<file path="src/rtl/tcc_pkg.sv">
`default_nettype none
// ----------------------------------------------------------------------------
// Terminal cursor control package
// Command codes, the internal operation set, queue entry and register
// write types shared by the front end, the execution unit and the top level.
// ----------------------------------------------------------------------------
package tcc_pkg;

  // Command codes as they arrive on the input stream.
  localparam logic [4:0] CMD_CR      = 5'd0;
  localparam logic [4:0] CMD_BS      = 5'd1;
  localparam logic [4:0] CMD_TAB     = 5'd2;
  localparam logic [4:0] CMD_SAVE    = 5'd3;
  localparam logic [4:0] CMD_RESTORE = 5'd4;
  localparam logic [4:0] CMD_IND     = 5'd5;
  localparam logic [4:0] CMD_RI      = 5'd6;
  localparam logic [4:0] CMD_CUU     = 5'd7;
  localparam logic [4:0] CMD_CUD     = 5'd8;
  localparam logic [4:0] CMD_CUF     = 5'd9;
  localparam logic [4:0] CMD_CUB     = 5'd10;
  localparam logic [4:0] CMD_CNL     = 5'd11;
  localparam logic [4:0] CMD_CPL     = 5'd12;
  localparam logic [4:0] CMD_CHA     = 5'd13;
  localparam logic [4:0] CMD_CUP     = 5'd14;
  localparam logic [4:0] CMD_CHT     = 5'd15;
  localparam logic [4:0] CMD_CBT     = 5'd16;
  localparam logic [4:0] CMD_VPA     = 5'd17;
  localparam logic [4:0] CMD_STBM    = 5'd18;
  localparam logic [4:0] CMD_ORG_ON  = 5'd19;
  localparam logic [4:0] CMD_ORG_OFF = 5'd20;
  localparam logic [4:0] CMD_SU      = 5'd21;
  localparam logic [4:0] CMD_SD      = 5'd22;

  // Configuration register indexes.
  localparam int unsigned CFG_IDX_W = 4;
  localparam logic [CFG_IDX_W-1:0] CFG_ROWS = 4'd0;
  localparam logic [CFG_IDX_W-1:0] CFG_COLS = 4'd1;

  localparam int unsigned QUEUE_DEPTH = 2;

  // Operations carried out by the execution unit. A tab is a CHT of one.
  typedef enum logic [4:0] {
    OP_NOP,
    OP_CR,
    OP_BS,
    OP_CHT,
    OP_SAVE,
    OP_RESTORE,
    OP_IND,
    OP_RI,
    OP_CUU,
    OP_CUD,
    OP_CUF,
    OP_CUB,
    OP_CNL,
    OP_CPL,
    OP_CHA,
    OP_CUP,
    OP_CBT,
    OP_VPA,
    OP_STBM,
    OP_ORG_ON,
    OP_ORG_OFF,
    OP_SU,
    OP_SD
  } op_e;

  typedef struct packed {
    op_e         op;
    logic [15:0] count;      // first parameter with its default applied
    logic [15:0] second_m1;  // second parameter minus one, zero when defaulted
    logic        second_dflt;
  } q_entry_t;

  typedef struct packed {
    logic                 valid;
    logic [CFG_IDX_W-1:0] index;
    logic [8:0]           data;
  } cfg_wr_t;

endpackage : tcc_pkg
`default_nettype wire

</file>
<file path="src/rtl/tcc_front.sv">
`default_nettype none
// ----------------------------------------------------------------------------
// Terminal cursor control front end
// Classifies each incoming command into an operation, applies parameter
// defaults and the private-prefix rule, and pushes the result to the queue.
// ----------------------------------------------------------------------------
module tcc_front
  import tcc_pkg::*;
(
  input  wire logic [4:0]  cmd_i,
  input  wire logic [15:0] first_param_i,
  input  wire logic [15:0] second_param_i,
  input  wire logic        private_flag_i,
  output q_entry_t         entry_o
);

  always_comb begin
    entry_o.count       = (first_param_i == 16'd0) ? 16'd1 : first_param_i;
    entry_o.second_dflt = (second_param_i == 16'd0);
    entry_o.second_m1   = (second_param_i == 16'd0) ? 16'd0 : second_param_i - 16'd1;

    case (cmd_i)
      CMD_CR:      entry_o.op = OP_CR;
      CMD_BS:      entry_o.op = OP_BS;
      CMD_TAB: begin
        // A plain tab is a forward tabulation by one stop.
        entry_o.op    = OP_CHT;
        entry_o.count = 16'd1;
      end
      CMD_SAVE:    entry_o.op = OP_SAVE;
      CMD_RESTORE: entry_o.op = OP_RESTORE;
      CMD_IND:     entry_o.op = OP_IND;
      CMD_RI:      entry_o.op = OP_RI;
      CMD_CUU:     entry_o.op = OP_CUU;
      CMD_CUD:     entry_o.op = OP_CUD;
      CMD_CUF:     entry_o.op = OP_CUF;
      CMD_CUB:     entry_o.op = OP_CUB;
      CMD_CNL:     entry_o.op = OP_CNL;
      CMD_CPL:     entry_o.op = OP_CPL;
      CMD_CHA:     entry_o.op = OP_CHA;
      CMD_CUP:     entry_o.op = OP_CUP;
      CMD_CHT:     entry_o.op = OP_CHT;
      CMD_CBT:     entry_o.op = OP_CBT;
      CMD_VPA:     entry_o.op = OP_VPA;
      CMD_STBM:    entry_o.op = private_flag_i ? OP_NOP : OP_STBM;
      CMD_ORG_ON:  entry_o.op = OP_ORG_ON;
      CMD_ORG_OFF: entry_o.op = OP_ORG_OFF;
      CMD_SU:      entry_o.op = private_flag_i ? OP_NOP : OP_SU;
      CMD_SD:      entry_o.op = private_flag_i ? OP_NOP : OP_SD;
      default:     entry_o.op = OP_NOP;
    endcase
  end

endmodule : tcc_front
`default_nettype wire

</file>
<file path="src/rtl/tcc_queue.sv">
`default_nettype none
// ----------------------------------------------------------------------------
// Terminal cursor control command queue
// Small register FIFO between the front end and the execution unit.
// ----------------------------------------------------------------------------
module tcc_queue #(
  parameter int unsigned WIDTH = 8,
  parameter int unsigned DEPTH = 2
) (
  input  wire logic             clk_i,
  input  wire logic             rst_ni,
  input  wire logic             push_valid_i,
  output logic                  push_ready_o,
  input  wire logic [WIDTH-1:0] push_data_i,
  output logic                  pop_valid_o,
  input  wire logic             pop_ready_i,
  output logic [WIDTH-1:0]      pop_data_o
);

  localparam int unsigned PtrW = (DEPTH > 1) ? $clog2(DEPTH) : 1;
  localparam int unsigned CntW = $clog2(DEPTH + 1);

  logic [WIDTH-1:0] slot_q [DEPTH];
  logic [PtrW-1:0]  wr_ptr_q, wr_ptr_d;
  logic [PtrW-1:0]  rd_ptr_q, rd_ptr_d;
  logic [CntW-1:0]  count_q, count_d;
  logic             push, pop;

  assign push_ready_o = (count_q != CntW'(DEPTH));
  assign pop_valid_o  = (count_q != '0);
  assign pop_data_o   = slot_q[rd_ptr_q];
  assign push         = push_valid_i && push_ready_o;
  assign pop          = pop_valid_o && pop_ready_i;

  always_comb begin
    wr_ptr_d = wr_ptr_q;
    rd_ptr_d = rd_ptr_q;
    count_d  = count_q;
    if (push) begin
      wr_ptr_d = (wr_ptr_q == PtrW'(DEPTH - 1)) ? '0 : wr_ptr_q + PtrW'(1);
    end
    if (pop) begin
      rd_ptr_d = (rd_ptr_q == PtrW'(DEPTH - 1)) ? '0 : rd_ptr_q + PtrW'(1);
    end
    if (push && !pop) begin
      count_d = count_q + CntW'(1);
    end else if (pop && !push) begin
      count_d = count_q - CntW'(1);
    end
  end

  always_ff @(posedge clk_i or negedge rst_ni) begin
    if (!rst_ni) begin
      wr_ptr_q <= '0;
      rd_ptr_q <= '0;
      count_q  <= '0;
    end else begin
      wr_ptr_q <= wr_ptr_d;
      rd_ptr_q <= rd_ptr_d;
      count_q  <= count_d;
    end
  end

  always_ff @(posedge clk_i) begin
    if (push) begin
      slot_q[wr_ptr_q] <= push_data_i;
    end
  end

endmodule : tcc_queue
`default_nettype wire

</file>
<file path="src/rtl/tcc_back.sv">
`default_nettype none
// ----------------------------------------------------------------------------
// Terminal cursor control execution unit
// Holds cursor, saved position, margins and grid size, carries out one queued
// operation per cycle unless output or config stalls, and registers the result.
// ----------------------------------------------------------------------------
module tcc_back
  import tcc_pkg::*;
#(
  parameter int unsigned MAX_ROWS  = 256,
  parameter int unsigned MAX_COLS  = 256,
  parameter int unsigned TAB_WIDTH = 8
) (
  input  wire logic        clk_i,
  input  wire logic        rst_ni,
  input  wire cfg_wr_t     cfg_i,
  input  wire logic        op_valid_i,
  output logic             op_ready_o,
  input  wire q_entry_t    entry_i,
  output logic             out_valid_o,
  input  wire logic        out_ready_i,
  output logic [55:0]      out_data_o
);

  localparam int unsigned RowLim       = (MAX_ROWS < 256) ? MAX_ROWS : 256;
  localparam int unsigned ColLim       = (MAX_COLS < 256) ? MAX_COLS : 256;
  localparam int unsigned RstLastRow   = ((24 < RowLim) ? 24 : RowLim) - 1;
  localparam int unsigned RstLastCol   = ((80 < ColLim) ? 80 : ColLim) - 1;

  // Column to tab-stop index, worked out at elaboration.
  logic [7:0] col_div [256];
  for (genvar g = 0; g < 256; g++) begin : g_div
    assign col_div[g] = 8'(g / TAB_WIDTH);
  end

  logic [7:0]  row_q, row_d, col_q, col_d;
  logic [7:0]  row_sv_q, row_sv_d, col_sv_q, col_sv_d;
  logic [7:0]  top_q, top_d, bot_q, bot_d;
  logic        origin_q, origin_d;
  logic [7:0]  last_row_q, last_row_d, last_col_q, last_col_d;
  logic        out_valid_q;
  logic [55:0] out_data_q, out_data_d;

  logic        fire;
  logic        req;
  logic signed [16:0] amount;
  logic [15:0] n, nm1;
  logic [7:0]  lo, hi;
  logic [7:0]  k_fwd, k_back;
  logic [16:0] cht_sum;
  logic [21:0] cht_pos;
  logic [16:0] cup_sum;
  logic [15:0] stbm_bot_raw;
  logic [7:0]  stbm_top, stbm_bot;
  logic [7:0]  cfg_last;

  assign op_ready_o  = (!out_valid_q || out_ready_i) && !cfg_i.valid;
  assign fire        = op_valid_i && op_ready_o;
  assign out_valid_o = out_valid_q;
  assign out_data_o  = out_data_q;

  assign n      = entry_i.count;
  assign nm1    = entry_i.count - 16'd1;
  assign k_fwd  = col_div[col_q];
  assign k_back = (col_q != 8'd0) ? col_div[col_q - 8'd1] : 8'd0;
  assign cht_sum = 17'(k_fwd) + 17'(n);
  assign cht_pos = 22'(cht_sum) * 22'(TAB_WIDTH);
  assign cup_sum = 17'(nm1) + 17'(top_q);
  assign stbm_bot_raw = entry_i.second_dflt ? 16'(last_row_q) : entry_i.second_m1;
  assign stbm_top = (nm1 > 16'(last_row_q)) ? last_row_q : nm1[7:0];
  assign stbm_bot = (stbm_bot_raw > 16'(last_row_q)) ? last_row_q : stbm_bot_raw[7:0];

  // A size register of zero counts as one; above the limit counts as the limit.
  always_comb begin
    if (cfg_i.data == 9'd0) begin
      cfg_last = 8'd0;
    end else if (cfg_i.index == CFG_ROWS && cfg_i.data > 9'(RowLim)) begin
      cfg_last = 8'(RowLim - 1);
    end else if (cfg_i.index != CFG_ROWS && cfg_i.data > 9'(ColLim)) begin
      cfg_last = 8'(ColLim - 1);
    end else begin
      cfg_last = 8'(cfg_i.data - 9'd1);
    end
  end

  always_comb begin
    row_d      = row_q;
    col_d      = col_q;
    row_sv_d   = row_sv_q;
    col_sv_d   = col_sv_q;
    top_d      = top_q;
    bot_d      = bot_q;
    origin_d   = origin_q;
    last_row_d = last_row_q;
    last_col_d = last_col_q;
    req        = 1'b0;
    amount     = '0;
    lo         = origin_q ? top_q : 8'd0;
    hi         = origin_q ? bot_q : last_row_q;

    if (cfg_i.valid) begin
      case (cfg_i.index)
        CFG_ROWS: begin
          last_row_d = cfg_last;
          top_d      = 8'd0;
          bot_d      = cfg_last;
          row_d      = (row_q > cfg_last) ? cfg_last : row_q;
          row_sv_d   = (row_sv_q > cfg_last) ? cfg_last : row_sv_q;
        end
        CFG_COLS: begin
          last_col_d = cfg_last;
          col_d      = (col_q > cfg_last) ? cfg_last : col_q;
          col_sv_d   = (col_sv_q > cfg_last) ? cfg_last : col_sv_q;
        end
        default: ;
      endcase
    end else if (fire) begin
      case (entry_i.op)
        OP_CR: col_d = 8'd0;
        OP_BS: col_d = (col_q != 8'd0) ? col_q - 8'd1 : 8'd0;
        OP_CHT: col_d = (cht_pos > 22'(last_col_q)) ? last_col_q : cht_pos[7:0];
        OP_SAVE: begin
          row_sv_d = row_q;
          col_sv_d = col_q;
        end
        OP_RESTORE: begin
          row_d = row_sv_q;
          col_d = col_sv_q;
        end
        OP_IND: begin
          if (row_q == bot_q) begin
            req    = 1'b1;
            amount = 17'sd1;
          end else if (row_q < last_row_q) begin
            row_d = row_q + 8'd1;
          end
        end
        OP_RI: begin
          if (row_q == top_q) begin
            req    = 1'b1;
            amount = -17'sd1;
          end else if (row_q != 8'd0) begin
            row_d = row_q - 8'd1;
          end
        end
        OP_CUU: row_d = (17'(row_q) < 17'(lo) + 17'(n)) ? lo : row_q - n[7:0];
        OP_CUD: row_d = (17'(row_q) + 17'(n) > 17'(hi)) ? hi : row_q + n[7:0];
        OP_CUF: col_d = (17'(col_q) + 17'(n) > 17'(last_col_q)) ? last_col_q
                                                                : col_q + n[7:0];
        OP_CUB: col_d = (16'(col_q) < n) ? 8'd0 : col_q - n[7:0];
        OP_CNL: begin
          row_d = (17'(row_q) + 17'(n) > 17'(bot_q)) ? bot_q : row_q + n[7:0];
          col_d = 8'd0;
        end
        OP_CPL: begin
          row_d = (17'(row_q) < 17'(top_q) + 17'(n)) ? top_q : row_q - n[7:0];
          col_d = 8'd0;
        end
        OP_CHA: col_d = (nm1 > 16'(last_col_q)) ? last_col_q : nm1[7:0];
        OP_CUP: begin
          if (origin_q) begin
            row_d = (cup_sum > 17'(bot_q)) ? bot_q : cup_sum[7:0];
          end else begin
            row_d = (nm1 > 16'(last_row_q)) ? last_row_q : nm1[7:0];
          end
          col_d = (entry_i.second_m1 > 16'(last_col_q)) ? last_col_q
                                                        : entry_i.second_m1[7:0];
        end
        OP_CBT: begin
          if (16'(k_back) >= nm1) begin
            col_d = 8'((12'(k_back) - 12'(nm1[7:0])) * 12'(TAB_WIDTH));
          end else begin
            col_d = 8'd0;
          end
        end
        OP_VPA: row_d = (nm1 > 16'(last_row_q)) ? last_row_q : nm1[7:0];
        OP_STBM: begin
          // The margins only move for a region of at least two rows.
          if (stbm_top < stbm_bot) begin
            top_d = stbm_top;
            bot_d = stbm_bot;
          end
          row_d = origin_q ? top_d : 8'd0;
          col_d = 8'd0;
        end
        OP_ORG_ON: begin
          origin_d = 1'b1;
          row_d    = top_q;
          col_d    = 8'd0;
        end
        OP_ORG_OFF: begin
          origin_d = 1'b0;
          row_d    = 8'd0;
          col_d    = 8'd0;
        end
        OP_SU: begin
          req    = 1'b1;
          amount = $signed({1'b0, n});
        end
        OP_SD: begin
          req    = 1'b1;
          amount = -$signed({1'b0, n});
        end
        default: ;
      endcase
    end

    out_data_d = {6'd0, amount, req, bot_d, top_d, col_d, row_d};
  end

  always_ff @(posedge clk_i or negedge rst_ni) begin
    if (!rst_ni) begin
      row_q       <= 8'd0;
      col_q       <= 8'd0;
      row_sv_q    <= 8'd0;
      col_sv_q    <= 8'd0;
      top_q       <= 8'd0;
      bot_q       <= 8'(RstLastRow);
      origin_q    <= 1'b0;
      last_row_q  <= 8'(RstLastRow);
      last_col_q  <= 8'(RstLastCol);
      out_valid_q <= 1'b0;
    end else begin
      row_q      <= row_d;
      col_q      <= col_d;
      row_sv_q   <= row_sv_d;
      col_sv_q   <= col_sv_d;
      top_q      <= top_d;
      bot_q      <= bot_d;
      origin_q   <= origin_d;
      last_row_q <= last_row_d;
      last_col_q <= last_col_d;
      if (fire) begin
        out_valid_q <= 1'b1;
      end else if (out_ready_i) begin
        out_valid_q <= 1'b0;
      end
    end
  end

  always_ff @(posedge clk_i) begin
    if (fire) begin
      out_data_q <= out_data_d;
    end
  end

endmodule : tcc_back
`default_nettype wire

</file>
<file path="src/rtl/terminal_cursor_control.sv">
`default_nettype none
// ----------------------------------------------------------------------------
// Terminal cursor control
// VT-style cursor and scroll-margin engine: one decoded command in, the new
// cursor, margins and an optional region-scroll request out.
// ----------------------------------------------------------------------------
//  Channel   Direction  Transaction
//  s_axis    in         one command: tuser kind and flag, tdata parameters
//  m_axis    out        one result per command: cursor, margins, scroll
//  cfg       in         write of the row or column count register
//
//  One command per cycle sustained while m_axis is not stalled and no
//  configuration write is pending. A command taken is stored in the queue,
//  then carried out by the execution unit, and its result is held in the
//  output register and offered on m_axis until it is taken.
//  Reset gives a 24 by 80 grid, cursor at the origin, full-screen margins.
//  A two-entry queue separates the input from the execution unit, so two
//  further commands are taken while a result waits on the output. A
//  configuration write holds the execution unit for its cycle.
// ----------------------------------------------------------------------------
module terminal_cursor_control
  import tcc_pkg::*;
#(
  parameter int unsigned MAX_ROWS  = 256,
  parameter int unsigned MAX_COLS  = 256,
  parameter int unsigned TAB_WIDTH = 8
) (
  input  wire logic                 clk_i,
  input  wire logic                 rst_ni,
  input  wire logic                 s_axis_tvalid,
  output logic                      s_axis_tready,
  // tdata: first_param [15:0], second_param [31:16]
  input  wire logic [31:0]          s_axis_tdata,
  // tuser: cmd [4:0], private_flag [5]
  input  wire logic [5:0]           s_axis_tuser,
  output logic                      m_axis_tvalid,
  input  wire logic                 m_axis_tready,
  // tdata: cursor_row [7:0], cursor_col [15:8], margin_top [23:16],
  // margin_bottom [31:24], scroll_request [32], scroll_amount [49:33]
  output logic [55:0]               m_axis_tdata,
  input  wire logic                 cfg_valid_i,
  output logic                      cfg_ready_o,
  input  wire logic [CFG_IDX_W-1:0] cfg_index_i,
  input  wire logic [8:0]           cfg_data_i
);

  localparam int unsigned EntryW = $bits(q_entry_t);

  q_entry_t          front_entry;
  q_entry_t          back_entry;
  logic [EntryW-1:0] pop_data;
  logic              pop_valid, pop_ready;
  cfg_wr_t           cfg_wr;

  assign cfg_ready_o  = 1'b1;
  assign cfg_wr.valid = cfg_valid_i;
  assign cfg_wr.index = cfg_index_i;
  assign cfg_wr.data  = cfg_data_i;
  assign back_entry   = q_entry_t'(pop_data);

  tcc_front u_front (
    .cmd_i          (s_axis_tuser[4:0]),
    .first_param_i  (s_axis_tdata[15:0]),
    .second_param_i (s_axis_tdata[31:16]),
    .private_flag_i (s_axis_tuser[5]),
    .entry_o        (front_entry)
  );

  tcc_queue #(
    .WIDTH (EntryW),
    .DEPTH (QUEUE_DEPTH)
  ) u_queue (
    .clk_i        (clk_i),
    .rst_ni       (rst_ni),
    .push_valid_i (s_axis_tvalid),
    .push_ready_o (s_axis_tready),
    .push_data_i  (front_entry),
    .pop_valid_o  (pop_valid),
    .pop_ready_i  (pop_ready),
    .pop_data_o   (pop_data)
  );

  tcc_back #(
    .MAX_ROWS  (MAX_ROWS),
    .MAX_COLS  (MAX_COLS),
    .TAB_WIDTH (TAB_WIDTH)
  ) u_back (
    .clk_i       (clk_i),
    .rst_ni      (rst_ni),
    .cfg_i       (cfg_wr),
    .op_valid_i  (pop_valid),
    .op_ready_o  (pop_ready),
    .entry_i     (back_entry),
    .out_valid_o (m_axis_tvalid),
    .out_ready_i (m_axis_tready),
    .out_data_o  (m_axis_tdata)
  );

endmodule : terminal_cursor_control
`default_nettype wire

</file>
<file path="config.mk">
export PLATFORM = sky130hd
export DESIGN_NAME = terminal_cursor_control
export DESIGN_NICKNAME = d
export VERILOG_FILES = /design/src/rtl/tcc_pkg.sv /design/src/rtl/tcc_front.sv /design/src/rtl/tcc_queue.sv /design/src/rtl/tcc_back.sv /design/src/rtl/terminal_cursor_control.sv
export SDC_FILE = /design/constraint.sdc
export NUM_CORES = 1
export LEC_CHECK = 0
export ABC_AREA = 1
export BUFFER_PORTS_ARGS = -buffer_cell sky130_fd_sc_hd__buf_2
export CAP_MARGIN = 20
export CORE_UTILIZATION = 30
export CTS_CLUSTER_SIZE = 14
export DETAILED_ROUTE_END_ITERATION = 8
export GPL_TIMING_DRIVEN = 0
export PLACE_DENSITY = 0.44
export SLEW_MARGIN = 20
export SYNTH_ARGS = -nofsm -noshare
export SYNTH_HDL_FRONTEND = slang
export SYNTH_SLANG_ARGS = --single-unit
</file>
<file path="constraint.sdc">
create_clock -name clk_i -period 11.1 [get_ports clk_i]
set_input_delay 2.22 -clock clk_i [delete_from_list [all_inputs] [get_ports clk_i]]
set_output_delay 2.22 -clock clk_i [all_outputs]
set_load 0.05 [all_outputs]
</file>
======== After elaboration in Yosys (flattened, before gate mapping) ========
Memory sizes are Yosys's and may differ from the RTL's.
Cells that the tools add are included.
operators by class
  bitwise gates (word level) .............. 3
  reductions and logical operators ........ 34
  eq/ne operators ......................... 52
  muxes and demuxes ....................... 83
  $lt $le $gt $ge ......................... 22
  add/subtract/negate cells ............... 22
operators with widths
  kind                     count
  $mux W8                  58
  $pmux W5 S22             1
  $pmux W8 S12             1
  $add A8 B16 Y17          5
  $eq A5 B4 Y1 const B     16
  $pmux W8 S9              1
  $eq A5 B5 Y1 const B     14
  $gt A17 B8 Y1            4
  $pmux W17 S4             1
  $gt A16 B8 Y1            4
  $mux W16                 4
  $eq A5 B3 Y1 const B     8
  $lt A8 B17 Y1            2
  $gt A8 B8 Y1             4
  $logic_not A16 Y1        2
  $sub A16 B1 Y16 const B  2
  $sub A8 B1 Y8 const B    3
  $eq A5 B2 Y1 const B     4
  $gt A20 B8 Y1            1
  $ge A9 B9 Y1 const B     2
  $not A8 Y9               2
  $add A16 B8 Y17          1
  $mux W17                 1
  $neg A16 Y17             1
  36 further kinds         74
storage, ports and cells
  ROM bits ................................ 4096
  output and inout port bits .............. 59
  memories ................................ 3
  flip-flop bits (word level) ............. 120
  word-level logic and storage cells ...... 234
  bits in writable memories ............... 76
memories
  memory            words  bits a word  read ports  clocked after Yosys merged registers in  write ports  RTL line         source
  (name not given)  256    8            1           0                                        0            tcc_back.sv:64   assign k_fwd = col_div[col_q];
  (name not given)  256    8            1           0                                        0            tcc_back.sv:65   assign k_back = (col_q != 8'd0) ? col_div[col_q - 8'd1] : 8'd0;
  u_queue.slot_q    2      38           1           0                                        1            tcc_queue.sv:23  logic [WIDTH-1:0] slot_q [DEPTH];

======== Depth between registers and ports, before layout ========
  depth after elaboration ................. 11
  gate-level depth with buffers ........... 32
  gate-level depth less buffers ........... 32

======== Modules after synthesis ========
Synthesis repeated with hierarchy kept, for this count alone.
second synthesis, totals
  cell total of the unflattened synthesis .. 2884
  area, all modules ....................... 19817.8 µm²
modules (own cells, without submodules)
  module                   area an instance (µm²)  instances  cells an instance
  tcc_back                 15820.2                 1          2440
  tcc_queue                2975.4                  1          227
  tcc_front                1011.0                  1          215
  terminal_cursor_control  11.3                    1          2

======== Worst setup path after synthesis ========
No wires, ideal clock.
  path type ............................... input to register
  start point ............................. in cfg_valid_i
  end point ............................... reg u_back.out_data_q[1] (netlist: u_back.out_data_o[1]) (data pin)
  slack ................................... 6023 ps
  stages .................................. 16
  data arrival time ....................... 4816 ps
  path buffers ............................ 2
  required time ........................... 10839 ps
  setup time .............................. 261 ps
  cells stage by stage .................... clkbuf_1 -> a21oi_1 -> nand2_1 -> inv_1 -> nand2_2 -> buf_2 -> nor2_1 -> nand2_1 -> nor2_1 -> nand4_1 -> nor2_1 -> nand2_1 -> inv_1 -> nand2_1 -> nand2_1 -> nand2_1
between the ends
  cells in the longest elaborated chain, start to end .. 5
ends and longest elaborated chain
  element               RTL line                       source
  start, declared       terminal_cursor_control.sv:41  input wire logic cfg_valid_i,
  $logic_not A1 Y1      tcc_back.sv:57                 assign op_ready_o = (!out_valid_q || out_ready_i) && !cfg_i.valid;
  $logic_and A1 B1 Y1   tcc_back.sv:57
  $logic_and A1 B1 Y1   tcc_back.sv:58                 assign fire = op_valid_i && op_ready_o;
  net u_back.fire       tcc_back.sv:44                 logic fire;
  $mux W8               tcc_back.sv:117                end else if (fire) begin
  $mux W8               tcc_back.sv:101                if (cfg_i.valid) begin
  net u_back.row_d[1]   tcc_back.sv:36                 logic [7:0] row_q, row_d, col_q, col_d;
  end signal, assigned  tcc_back.sv:243                out_data_q <= out_data_d;
  end, declared         tcc_back.sv:42                 logic [55:0] out_data_q, out_data_d;
The timed path passes the listed nets, and every way through them passes these cells.
A chain may end at the register's enable or synchronous reset.

======== Final worst setup path ========
  start point ............................. reg u_queue.rd_ptr_q
  end point ............................... reg u_back.out_data_q[7] (netlist: u_back.out_data_o[7]) (data pin)
between the ends
  cells in the longest elaborated chain, start to end .. 10
  elaborated cells between the ends (all ways) .. 42
  classes of those cells .................. add/sub: 7; order compare: 8; eq/ne: 12; mux: 14; memory: 1
ends and longest elaborated chain
  element                                                                  RTL line         source
  start, declared                                                          tcc_queue.sv:25  logic [PtrW-1:0] rd_ptr_q, rd_ptr_d;
  start signal, assigned                                                   tcc_queue.sv:59  rd_ptr_q <= rd_ptr_d;
  $mem_v2 Z2 W38 *                                                         -
  parallel branches: the longest is 6 deep, another holds $add A16 B8 Y17  -
  $pmux W8 S12 *                                                           tcc_back.sv:118  case (entry_i.op)
  $mux W8 *                                                                tcc_back.sv:117
  $mux W8 *                                                                tcc_back.sv:101
  net u_back.row_d[7]                                                      tcc_back.sv:36
Mark *: on every way through the listed nets, which the timed path passes.

==> impl_metrics.csv <==
group,metric,value,unit
route,first_iter_violations,1593,
placed_design,dpl-instance-area,21400,µm²
placed_design,dpl.hpwl,66000,µm
timing,worstMarginPinSlew,904,ps
global_routing,grt_pass1_wl,121000,µm
cells_and_area,finalCoreUtilization,0.341,
global_routing,first_global_vias,18900,
route,vias,19800,
power_and_ir_drop,power_frac_seq,0.191,
clock_tree,post_cts_buffers,0,
worst_setup_path,worstSetupPathType,"reg -> reg",
synth,synthDominantCellAreaShare,0.193,
floorplan,fp.dieW,258,µm
clock_tree,clockBufferDepth,2,
global_routing,grt-ovfl-total,0,
timing,rsz0062_at_grt,"no",
floorplan,design.core.area,64600,µm²
power_and_ir_drop,p_int,2.79,mW
route,ant_nets,0,
timing,fin_ws,4300,ps
global_routing,antenna_found_initial,0,
synth,synth_area,19600,µm²
cells_and_area,layout-drive-gt1-share,0.0964,
cells_and_area,design_area,22000,µm²
clock_tree,insertion_delay,520,ps
power_and_ir_drop,irDropWorstVdd,0.000140,V
timing,whs,476,ps
placed_design,io_buffers,106,
power_and_ir_drop,p_sw,3.96,mW
floorplan,die-area,66500,µm²
synth,yosys-top-cells-area,"edfxtp_1 19%, ha_1 13%, nand2_1 13%",
cells_and_area,area_growth,12.1,%
worst_setup_path,crit_fanout,10,
synth,synth_area_leader_cell,"edfxtp_1",
synth,yosysWarnings,0,
floorplan,initial_core_util,0.304,
clock_tree,hold_buffers,0,
cells_and_area,layoutNonFillerInstCount,3781,
clock_tree,cts_resized,0,
clock_tree,cts_sinks,196,
timing,fin_skew,39.6,ps
worst_setup_path,crit_arrival,7070,ps
cells_and_area,n_antenna_cell,0,
synth,seq_area_frac_synth,0.283,
power_and_ir_drop,powerDensity,306,nW/µm²
route,routedWlPerCell,21.6,µm
timing,tns,0,ps
timing,fin_crit_sh,0.613,
clock_tree,clk_pin_slew_worst_paths,90,ps
power_and_ir_drop,p_clk_frac,0.101,
timing,fin_crit,6800,ps
synth,synthDistinctLibCells,63,
synth,ys.flop_type,"edfxtp_1",
power_and_ir_drop,p_leak,10.4,nW
run_status,outcome,"complete, no violations",
placed_design,dp_cells,3749,
timing,clock.fmax,0.147,GHz
synth,yosys-top-cells-count,"683 x nand2_1, 358 x inv_1, 241 x nor2_1",
power_and_ir_drop,p_comb_frac,0.708,
placed_design,gp_congestion,0.972,
synth,synth_enable_flop_cells,126,
timing,setup_viol,0,
route,first_pass_iters,6,
synth,post-synth-top-count-cell,"nand2_1",
clock_tree,cts_tree,"built",
worst_setup_path,critPathLaunchType,"flip-flop",
floorplan,io_pins,115,
hold_path,min_path_type,"reg -> reg",
flow_run,cap_violations,0,
cells_and_area,nNetsFinal,3184,
global_routing,grt_max_degree,50,
synth,synthArstFlopShare,0.357,
placed_design,pre_cts_ws,4360,ps
clock_tree,cts_root_buf,"clkbuf_16",
floorplan,fp.dieH,258,µm
route,via_per_inst,5.25,
timing,finalHoldViolations,0,
worst_setup_path,crit_required,11370,ps
route,routed_wl,81800,µm
route,drc,0,
timing,maxSlewViolCount,0,
synth,synth_cells,2778,
clock_tree,cts_buffers,17,
worst_setup_path,end_kind,"flip-flop",
global_routing,grt_usage,0.245,
power_and_ir_drop,power,6.74,mW
floorplan,placementRows,93,
synth,ys_ff_latch,196,
timing,slew_headroom,0.389,
power_and_ir_drop,netSwitchingFraction,0.587,
clock_tree,htreeDepth,4,
synth,synth.avg_cell_area,7.07,µm²
-- cells in the final DEF (no fill, tap or decap), types with 9 or more instances in the layout --
cell	n
nand2_1	683
inv_1	357
nor2_1	239
nand3_1	225
ha_1	206
a21oi_1	198
o21ai_0	156
edfxtp_1	126
buf_2	111
xor2_1	64
nand4_1	64
dfrtp_1	57
nor3_1	38
clkbuf_1	35
xnor2_1	24
nand2_2	23
o211ai_1	20
nor2_2	18
a31oi_1	17
clkbuf_16	17
o21ai_1	14
buf_4	13
dfstp_2	13
o21ai_2	12
inv_2	11
o21bai_1	10
nand3_2	9
nor2_4	9
o2111ai_1	9
fa_1	9
-- cell families (layout without fill, tap and decap cells) --
| group | Yosys count | count (layout) | synth area share |
|---|---|---|---|
| AND/OR/NAND/NOR | 1344 | 1344 | 0.301 |
| multiplexers | 8 | 8 | 0.00408 |
| AO/OA/AOI/OAI | 488 | 488 | 0.143 |
| adder cells (fa/ha/maj) | 215 | 215 | 0.140 |
| XOR/XNOR | 88 | 88 | 0.0392 |
| buffers and inverters | 437 | 580 | 0.0888 |
| other | 2 | 7 | 0.000382 |
| flip-flops | 196 | 196 | 0.283 |
-- worst max-delay path: stages (launching register included) --
cell	delay, ps
dfrtp_1	510
inv_2	170
buf_6	180
nand2_1	60
nand2_1	440
ha_1	460
xor2_1	580
inv_1	320
ha_1	360
nand2_1	60
o41ai_1	790
nand3_4	190
o21ai_2	480
ha_1	340
a21oi_1	130
nor2_1	60
a211oi_1	420
clkbuf_1	430
nand3_1	140
nand3_1	140
nand2_1	130
nand2_1	90
nand2_1	60
-- area by class of cell --
type / count / area [µm²]
Fill cell: 6958 / 42600
Multi-Input combinational cell: 2150 / 12400
Sequential cell: 196 / 5550
Inverter: 376 / 1410
Tap cell: 855 / 1070
Timing Repair Buffer: 111 / 626
Clock buffer: 17 / 425
Buffer: 61 / 333
Clock inverter: 15 / 203
-- power by group through the flow --
stage	Combinational, mW	Sequential [mW]	Clock [mW]
after global placement	4.63	1.31	0
after detailed placement	4.71	1.30	0
after global routing	5.29	1.30	0.722
after floorplan	3.11	1.34	0
after CTS	4.74	1.29	0.698
final	4.78	1.29	0.679
-- metal layers --
metal  vias up  part of all wire  global-route usage
met2       675              0.47               0.411
met4         0             0.036              0.0942
met3       126             0.056              0.0302
li1       9609                 -                   -
met1      9425              0.44               0.321
met5         -                 0                   0
-- path summary, 6_finish.rpt --
kind                                    start                   end  slack [ps]  cells past startpoint
max                          u_queue.rd_ptr_q  u_back.out_data_o[7]        4300                     22
min                        u_queue.count_q[0]    u_queue.count_q[0]         480                      1
max reg2reg                  u_queue.rd_ptr_q  u_back.out_data_o[7]        4300                     22
min reg2reg                u_queue.count_q[0]    u_queue.count_q[0]         480                      1
max in group asynchronous              rst_ni  u_back.last_col_q[1]        8830                      2
min in group asynchronous              rst_ni       u_back.bot_q[5]        1600                      1
-- flip-flops by register name (all words and copies together) (netlist names) --
register,count
u_queue.rd_ptr_q,1
u_back.row_sv_q,8
u_back.out_data_o,50
u_back.origin_q,1
u_back.out_valid_o,1
u_back.col_sv_q,8
u_back.last_row_q,8
u_back.col_q,8
u_queue.count_q,2
u_queue.wr_ptr_q,1
u_back.bot_q,8
u_back.last_col_q,8
u_back.row_q,8
u_back.top_q,8
u_queue.slot_q,76
Note: power is estimated with default switching activity, not from simulation.
